==> config.mk <==
export PLATFORM = sky130hd
export DESIGN_NAME = packed_column_multi_key_scan_top
export DESIGN_NICKNAME = d
export VERILOG_FILES = /design/src/hw/rtl/pcmks_pkg.sv /design/src/hw/rtl/pcmks_keymem.sv /design/src/hw/rtl/pcmks_lane.sv /design/src/hw/rtl/packed_column_multi_key_scan_top.sv
export SDC_FILE = /design/constraint.sdc
export NUM_CORES = 1
export LEC_CHECK = 0
export ABC_AREA = 1
export BUFFER_PORTS_ARGS = -buffer_cell sky130_fd_sc_hd__buf_2
export CAP_MARGIN = 20
export CORE_UTILIZATION = 48
export CTS_CLUSTER_DIAMETER = 30
export DETAILED_ROUTE_END_ITERATION = 16
export MAX_ROUTING_LAYER = met4
export PLACE_DENSITY_LB_ADDON = 0.08
export SLEW_MARGIN = 20
export SYNTH_ARGS = -nofsm -noshare
export SYNTH_HDL_FRONTEND = slang
export SYNTH_SLANG_ARGS = --single-unit
==> constraint.sdc <==
create_clock -name clk -period 6.78 [get_ports clk]
set_input_delay 0.678 -clock clk [delete_from_list [all_inputs] [get_ports clk]]
set_output_delay 0.678 -clock clk [all_outputs]
set_load 0.05 [all_outputs]
==> src/hw/rtl/pcmks_pkg.sv <==
// Shared types and constants for the packed column multi-key scan.
package pcmks_pkg;

  localparam int GROUP_VALUES = 8;
  localparam int GROUP_BITS   = 64;
  localparam int KEY_BITS     = 8;
  localparam int SLOT_BITS    = 6;
  localparam int COUNT_BITS   = 7;

  localparam logic ACT_LOAD = 1'b0;
  localparam logic ACT_SCAN = 1'b1;

  typedef enum logic {
    ST_IDLE,
    ST_SCAN
  } scan_state_t;

endpackage

==> src/hw/rtl/pcmks_keymem.sv <==
// Key table memory with one write port and one registered read port.
module pcmks_keymem import pcmks_pkg::*; #(
  parameter int DEPTH  = 64,
  parameter int ADDR_W = 6
) (
  input  logic                clk,
  input  logic                wr_en,
  input  logic [ADDR_W-1:0]   wr_addr,
  input  logic [KEY_BITS-1:0] wr_data,
  input  logic                rd_en,
  input  logic [ADDR_W-1:0]   rd_addr,
  output logic [KEY_BITS-1:0] rd_data
);

  logic [KEY_BITS-1:0] mem [DEPTH];

  always_ff @(posedge clk) begin
    if (wr_en) begin
      mem[wr_addr] <= wr_data;
    end
  end

  always_ff @(posedge clk) begin
    if (rd_en) begin
      rd_data <= mem[rd_addr];
    end
  end

endmodule

==> src/hw/rtl/pcmks_lane.sv <==
// One compare lane: checks one packed value against the current key.
module pcmks_lane import pcmks_pkg::*; #(
  parameter int VALUE_BITS = 8
) (
  input  logic [VALUE_BITS-1:0] value,
  input  logic [KEY_BITS-1:0]   key,
  output logic                  hit
);

  logic [KEY_BITS-1:0] value_ext;

  assign value_ext = KEY_BITS'(value);
  assign hit       = (value_ext == key);

endmodule

==> src/hw/rtl/packed_column_multi_key_scan_top.sv <==
// Top level of the packed column multi-key scan: sequencer, key table, lanes, merge.
// Pipeline: key table read into s1, lane compares registered into the outputs; one result
// per cycle while out_stall is low. A scan reads key_count keys (capped at KEY_SLOTS) via the
// single read port of the key table and holds in_stall high until its last read.
// Reset: rst is synchronous, active high; clears control state and sets key_count to 8.
// The key table is not cleared; keys must be loaded before they are scanned.
module packed_column_multi_key_scan_top import pcmks_pkg::*; #(
  parameter int VALUE_BITS = 8,
  parameter int KEY_SLOTS  = 64
) (
  input  logic                  clk,
  input  logic                  rst,
  input  logic                  cfg_we,
  input  logic [COUNT_BITS-1:0] cfg_data,
  input  logic                  in_valid,
  output logic                  in_stall,
  input  logic                  action,
  input  logic [SLOT_BITS-1:0]  key_slot,
  input  logic [KEY_BITS-1:0]   key_value,
  input  logic [GROUP_BITS-1:0] packed_group,
  output logic                  out_valid,
  input  logic                  out_stall,
  output logic [SLOT_BITS-1:0]  key_index,
  output logic [GROUP_VALUES-1:0] match_mask,
  output logic                  last_of_group
);

  localparam int ADDR_W = (KEY_SLOTS > 1) ? $clog2(KEY_SLOTS) : 1;
  localparam logic [COUNT_BITS-1:0] SLOTS_C = COUNT_BITS'(KEY_SLOTS);

  scan_state_t state, state_next;

  logic [COUNT_BITS-1:0] key_count;
  logic [COUNT_BITS-1:0] used;
  logic [COUNT_BITS-1:0] used_in;
  logic [SLOT_BITS-1:0]  rd_ptr;
  logic [GROUP_BITS-1:0] group_q;

  logic                  s1_valid;
  logic [SLOT_BITS-1:0]  s1_idx;
  logic                  s1_last;
  logic [GROUP_BITS-1:0] s1_group;
  logic [KEY_BITS-1:0]   s1_key;

  logic in_xfer, out_free, s1_free, rd_en, rd_last;
  logic load_en, scan_start;
  logic [GROUP_VALUES-1:0] hits;

  assign in_xfer    = in_valid && !in_stall;
  assign out_free   = !out_valid || !out_stall;
  assign s1_free    = !s1_valid || out_free;
  assign used_in    = (key_count > SLOTS_C) ? SLOTS_C : key_count;
  assign load_en    = in_xfer && (action == ACT_LOAD) &&
                      ({1'b0, key_slot} < SLOTS_C);
  assign scan_start = in_xfer && (action == ACT_SCAN) && (used_in != '0);
  assign rd_last    = (COUNT_BITS'(rd_ptr) + COUNT_BITS'(1)) == used;

  always_comb begin
    state_next = state;
    case (state)
      ST_IDLE: begin
        if (scan_start) begin
          state_next = ST_SCAN;
        end
      end
      ST_SCAN: begin
        if (rd_en && rd_last) begin
          state_next = ST_IDLE;
        end
      end
      default: state_next = ST_IDLE;
    endcase
  end

  always_comb begin
    in_stall = 1'b0;
    rd_en    = 1'b0;
    case (state)
      ST_IDLE: begin
        in_stall = 1'b0;
        rd_en    = 1'b0;
      end
      ST_SCAN: begin
        in_stall = 1'b1;
        rd_en    = s1_free;
      end
      default: begin
        in_stall = 1'b1;
        rd_en    = 1'b0;
      end
    endcase
  end

  always_ff @(posedge clk) begin
    if (rst) begin
      state     <= ST_IDLE;
      key_count <= COUNT_BITS'(8);
    end else begin
      state <= state_next;
      if (cfg_we) begin
        key_count <= cfg_data;
      end
    end
  end

  always_ff @(posedge clk) begin
    if (scan_start) begin
      used    <= used_in;
      group_q <= packed_group;
      rd_ptr  <= '0;
    end else if (rd_en) begin
      rd_ptr <= rd_ptr + SLOT_BITS'(1);
    end
  end

  pcmks_keymem #(
    .DEPTH  (KEY_SLOTS),
    .ADDR_W (ADDR_W)
  ) u_keymem (
    .clk     (clk),
    .wr_en   (load_en),
    .wr_addr (key_slot[ADDR_W-1:0]),
    .wr_data (key_value),
    .rd_en   (rd_en),
    .rd_addr (rd_ptr[ADDR_W-1:0]),
    .rd_data (s1_key)
  );

  always_ff @(posedge clk) begin
    if (rst) begin
      s1_valid <= 1'b0;
    end else if (rd_en) begin
      s1_valid <= 1'b1;
    end else if (out_free) begin
      s1_valid <= 1'b0;
    end
  end

  always_ff @(posedge clk) begin
    if (rd_en) begin
      s1_idx   <= rd_ptr;
      s1_last  <= rd_last;
      s1_group <= group_q;
    end
  end

  for (genvar i = 0; i < GROUP_VALUES; i++) begin : g_lane
    pcmks_lane #(
      .VALUE_BITS (VALUE_BITS)
    ) u_lane (
      .value (s1_group[i*VALUE_BITS +: VALUE_BITS]),
      .key   (s1_key),
      .hit   (hits[i])
    );
  end

  always_ff @(posedge clk) begin
    if (rst) begin
      out_valid <= 1'b0;
    end else if (out_free) begin
      out_valid <= s1_valid;
    end
  end

  always_ff @(posedge clk) begin
    if (out_free && s1_valid) begin
      key_index     <= s1_idx;
      match_mask    <= hits;
      last_of_group <= s1_last;
    end
  end

endmodule
==> impl_metrics.xml <==
<?xml version="1.0" encoding="UTF-8"?>
<metrics>
  <group name="status">
    <metric name="result_of_the_run" unit="">completed</metric>
  </group>
  <group name="min_path">
    <metric name="min-delay-path-class" unit="">in2reg</metric>
    <metric name="end_point_of_the_most_critical_hold_path" unit="">group_q[54]$_DFFE_PP_</metric>
    <metric name="worst_hold_path.num_cells" unit="">1</metric>
    <metric name="min_from" unit="">packed_group[54]</metric>
  </group>
  <group name="critical_path">
    <metric name="startpoint_type" unit="">flip-flop</metric>
    <metric name="worst_path_most_repeated_cell" unit="">nor2_1</metric>
    <metric name="worstPathRequired" unit="ns">7.10</metric>
    <metric name="worst-path-max-fanout" unit="">8</metric>
    <metric name="critical_path.top_delay_family" unit="">simple AND/OR/NAND/NOR gates</metric>
    <metric name="worst_stage_delay_on_the_critical_path" unit="ns">1.02</metric>
    <metric name="timing.reg2reg.setup_slack" unit="ns">3.47</metric>
    <metric name="slowest_cp_cell" unit="">nor2_1</metric>
    <metric name="setup.worst_path.end_class" unit="">flip-flop</metric>
    <metric name="worst_r2r_endpoint" unit="">u_keymem.mem[42][2]$_DFFE_PP_</metric>
    <metric name="worstReg2RegStart" unit="">state$_SDFF_PP0_</metric>
    <metric name="timing.setup.critical_path_class" unit="">reg2reg</metric>
    <metric name="critPathArrivalTime" unit="ns">3.62</metric>
    <metric name="worst-path-buf-inv" unit="">1</metric>
    <metric name="worst-r2r-cell-count" unit="">5</metric>
    <metric name="worstPathCellList" unit="">inv_1, nand2_1, nor2_1, nand4_1, nor2_1</metric>
  </group>
  <group name="logic_synthesis">
    <metric name="synth.top_cells.by_area" unit="">edfxtp_1 (74%), nand2_1 (5.4%), nor2_1 (3.9%)</metric>
    <metric name="post_synth_instance_area" unit="um2">27300</metric>
    <metric name="post_synth_simple_gate_area" unit="%">11.0</metric>
    <metric name="ys.warnings.count" unit="">0</metric>
    <metric name="synth-seq-cells" unit="">693</metric>
    <metric name="synth.area.mux_share" unit="%">0</metric>
    <metric name="synth_compound_area_share" unit="%">8.05</metric>
    <metric name="syn_area_per_cell" unit="um2">12.9</metric>
    <metric name="synthXorXnorAreaFrac" unit="%">2.05</metric>
    <metric name="postSynthNetCount" unit="">2212</metric>
    <metric name="synth_cells" unit="">2120</metric>
    <metric name="post_synth_num_cell_types" unit="">29</metric>
    <metric name="synth_sequential_area_ratio" unit="%">75.5</metric>
    <metric name="synth_adder_area_share" unit="%">0.0458</metric>
    <metric name="synth_largest_type_area_fraction" unit="%">74.4</metric>
    <metric name="yosys.area.top_type" unit="">edfxtp_1</metric>
    <metric name="synth_top_family_by_area" unit="">simple AND/OR/NAND/NOR gates</metric>
  </group>
  <group name="sta">
    <metric name="final_min_period_over_clock_period" unit="%">48.8</metric>
    <metric name="shortest_period_the_worst_path_allows" unit="ns">3.31</metric>
    <metric name="rsz0062_at_grt" unit="">false</metric>
    <metric name="setup_viol" unit="">0</metric>
    <metric name="fin_worst_skew" unit="ns">0.0188</metric>
    <metric name="worst_max_slew_margin_expressed_relative_to_the_limit" unit="%">27.9</metric>
    <metric name="worstMarginPinSlew" unit="ns">1.08</metric>
    <metric name="totalNegativeSetupSlack" unit="ns">0</metric>
    <metric name="report.final.hold_viol_count" unit="">0</metric>
    <metric name="max_freq" unit="MHz">303</metric>
    <metric name="maxSlewViolCount" unit="">0</metric>
  </group>
  <group name="power_and_ir_drop">
    <metric name="totalPowerFinal" unit="mW">13.0</metric>
    <metric name="power.density_cell_area" unit="nW/um2">392</metric>
    <metric name="worst_ir_drop_vdd" unit="V">0.000249</metric>
    <metric name="p_int" unit="mW">9.73</metric>
    <metric name="pwr-share-comb" unit="%">10.1</metric>
    <metric name="static-leakage-power" unit="nW">12.0</metric>
    <metric name="share_seq_of_total_power" unit="%">37.4</metric>
    <metric name="power.net_switching" unit="mW">3.30</metric>
    <metric name="switching_share" unit="%">25.3</metric>
    <metric name="clock_share_of_power" unit="%">52.5</metric>
  </group>
  <group name="job">
    <metric name="max_cap_viol_count" unit="">0</metric>
  </group>
  <group name="floorplan">
    <metric name="placementRows" unit="">87</metric>
    <metric name="core_area" unit="um2">56400</metric>
    <metric name="io_pins" unit="">108</metric>
    <metric name="fp.dieArea" unit="um2">57900</metric>
    <metric name="die_span_in_x" unit="um">241</metric>
    <metric name="floorplan.initialDensity" unit="%">48.5</metric>
    <metric name="die_y" unit="um">241</metric>
  </group>
  <group name="drt">
    <metric name="detail-route-antenna-nets" unit="">0</metric>
    <metric name="detailedRoute.firstPassIterationCount" unit="">5</metric>
    <metric name="detail_route.vias_per_cell" unit="">5.38</metric>
    <metric name="routed-via-count" unit="">17000</metric>
    <metric name="drt_first_iter_violations" unit="">1438</metric>
    <metric name="routed_wl" unit="um">68300</metric>
    <metric name="detail_route.wl_per_cell" unit="um">21.6</metric>
    <metric name="route.detailed.drc" unit="">0</metric>
  </group>
  <group name="cts">
    <metric name="cts_root_buf" unit="">clkbuf_16</metric>
    <metric name="postCtsSetupBuffers" unit="">0</metric>
    <metric name="max-clock-path-buffers" unit="">3</metric>
    <metric name="clock_network_latency_to_the_later_pin_of_the_worst_skew_pair" unit="ns">0.70</metric>
    <metric name="post_cts.resized_instances" unit="">0</metric>
    <metric name="htreeDepth" unit="">4</metric>
    <metric name="cts.sink_count" unit="">693</metric>
    <metric name="cts_hold_repair.buffers" unit="">0</metric>
    <metric name="tritoncts" unit="">built</metric>
    <metric name="numCtsBuffers" unit="">142</metric>
    <metric name="cts.clk_slew.worst_paths" unit="ns">0.05</metric>
  </group>
  <group name="global_route">
    <metric name="globalRoute.totalOverflow" unit="">0</metric>
    <metric name="grt_pass1_wl" unit="um">103000</metric>
    <metric name="grt_max_degree" unit="">93</metric>
    <metric name="grt_antenna_before_repair" unit="">2</metric>
    <metric name="first_global_vias" unit="">17200</metric>
    <metric name="groute.usage.overall" unit="%">25.0</metric>
  </group>
  <group name="placement">
    <metric name="place_congestion" unit="">0.820</metric>
    <metric name="place.detailed.hpwl" unit="um">39200</metric>
    <metric name="place_inst" unit="">2895</metric>
    <metric name="buffer_ports.inserted" unit="">107</metric>
  </group>
  <group name="cells_and_area">
    <metric name="drive_gt1_share" unit="%">15.6</metric>
    <metric name="finalNonFillerCells" unit="">3163</metric>
    <metric name="area_growth_syn_to_layout" unit="%">21.6</metric>
    <metric name="nets" unit="">2375</metric>
    <metric name="fillCellCount" unit="">4609</metric>
  </group>
</metrics>
-- stage by stage --
step                hold slack [ns]  setup WS, ns  instance area, um2  utilization (%)
global placement              0.401          3.09               28400             50.3
finish                        0.154          3.47               33200             58.9
floorplan                     0.400          3.66               27300                -
global route                  0.118          3.22               33200             58.9
CTS                           0.108          3.41               33200             58.9
detailed placement            0.405          3.06               28400             50.4
-- logic make-up after synthesis --
family                   Yosys count
AND/OR/NAND/NOR                  761
buffers and inverters            190
adder cells (fa/ha/maj)            1
XOR/XNOR                          64
AO/OA/AOI/OAI                    411
flip-flops                       693
-- per-layer routing --
layer,vias to the layer above,global-route usage [%],part of all wire [%]
met4,0,9.63,2.3
li1,7939,-,-
met3,119,5.56,6.9
met5,-,-,0
met1,8350,32.9,43
met2,609,38.1,47
-- registers in the layout, indices dropped and copies added, names as in the netlist --
register          cells
u_keymem.mem        512
group_q              64
s1_group             64
match_mask            8
u_keymem.rd_data      8
key_count             7
used                  7
key_index             6
rd_ptr                6
s1_idx                6
last_of_group         1
out_valid             1
s1_last               1
s1_valid              1
state                 1
-- area by class of cell --
class / count / area, um2 / share of cell area, %
Antenna cell: 3 / 7.51 / 0.0226
Multi-Input combinational cell: 1237 / 5780 / 17.4
Clock buffer: 165 / 3750 / 11.3
Inverter: 77 / 295 / 0.888
Sequential cell: 693 / 20700 / 62.1
Clock inverter: 100 / 1060 / 3.20
Timing Repair Buffer: 132 / 734 / 2.21
Tap cell: 756 / 946 / 2.85
-- Yosys cell counts --
cell	count
clkbuf_1	44
inv_6	1
o21a_1	1
buf_6	14
nor2_1	285
buf_4	12
a21oi_1	116
o21ai_0	183
nor4_1	1
nor2_2	1
xnor2_1	64
nand4_1	25
edfxtp_1	677
inv_1	74
ha_1	1
a21boi_0	24
nand2_1	395
dfxtp_1	16
buf_1	8
o21ai_1	22
clkbuf_2	3
buf_8	1
nand3b_1	1
nand3_1	52
o22ai_1	64
a31oi_1	1
or2_2	1
clkinv_1	2
buf_2	31
-- power by group through the flow --
stage          clock [mW]  combinational, mW  sequential, mW
5_1_grt              7.13               1.47            4.88
4_1_cts              6.92               1.32            4.88
2_1_floorplan           0              0.913            4.92
3_5_place_dp            0               1.31            4.96
6_report             6.84               1.32            4.88
3_3_place_gp            0               1.31            4.95
-- cell usage in the layout (no fill, tap or decap), types with 2 or more instances in the layout --
| cell type | synthesis | final |
|---|---|---|
| edfxtp_1 | 677 | 677 |
| xnor2_1 | 64 | 64 |
| buf_2 | 31 | 107 |
| o21ai_0 | 183 | 183 |
| nand3_1 | 52 | 52 |
| o21ai_1 | 22 | 22 |
| clkbuf_8 | 0 | 3 |
| clkinvlp_4 | 0 | 14 |
| inv_16 | 0 | 2 |
| nor2_1 | 285 | 285 |
| a21oi_1 | 116 | 116 |
| inv_1 | 74 | 69 |
| a21boi_0 | 24 | 24 |
| buf_4 | 12 | 23 |
| o22ai_1 | 64 | 64 |
| inv_6 | 1 | 11 |
| dfxtp_1 | 16 | 14 |
| clkbuf_16 | 0 | 146 |
| nand2_1 | 395 | 393 |
| clkbuf_1 | 44 | 16 |
| bufinv_16 | 0 | 15 |
| clkinv_2 | 0 | 23 |
| nand4_1 | 25 | 25 |
| clkinv_8 | 0 | 5 |
| clkinv_4 | 0 | 14 |
| diode_2 | 0 | 3 |
| clkinv_1 | 2 | 21 |
| inv_2 | 0 | 3 |
-- worst max-delay path by stage --
stage                                       from                             to  cells past startpoint
after floorplan                        out_stall         rd_ptr[5]$_SDFFE_PP0P_                      7
after global placement                  in_valid  u_keymem.mem[41][4]$_DFFE_PP_                      5
after detailed placement                in_valid  u_keymem.mem[42][4]$_DFFE_PP_                      5
after CTS                       state$_SDFF_PP0_  u_keymem.mem[42][2]$_DFFE_PP_                      5
after global routing      rd_ptr[0]$_SDFFE_PP0P_               state$_SDFF_PP0_                     12
final                           state$_SDFF_PP0_  u_keymem.mem[42][2]$_DFFE_PP_                      5
Note: power is estimated with default switching activity, not from simulation.
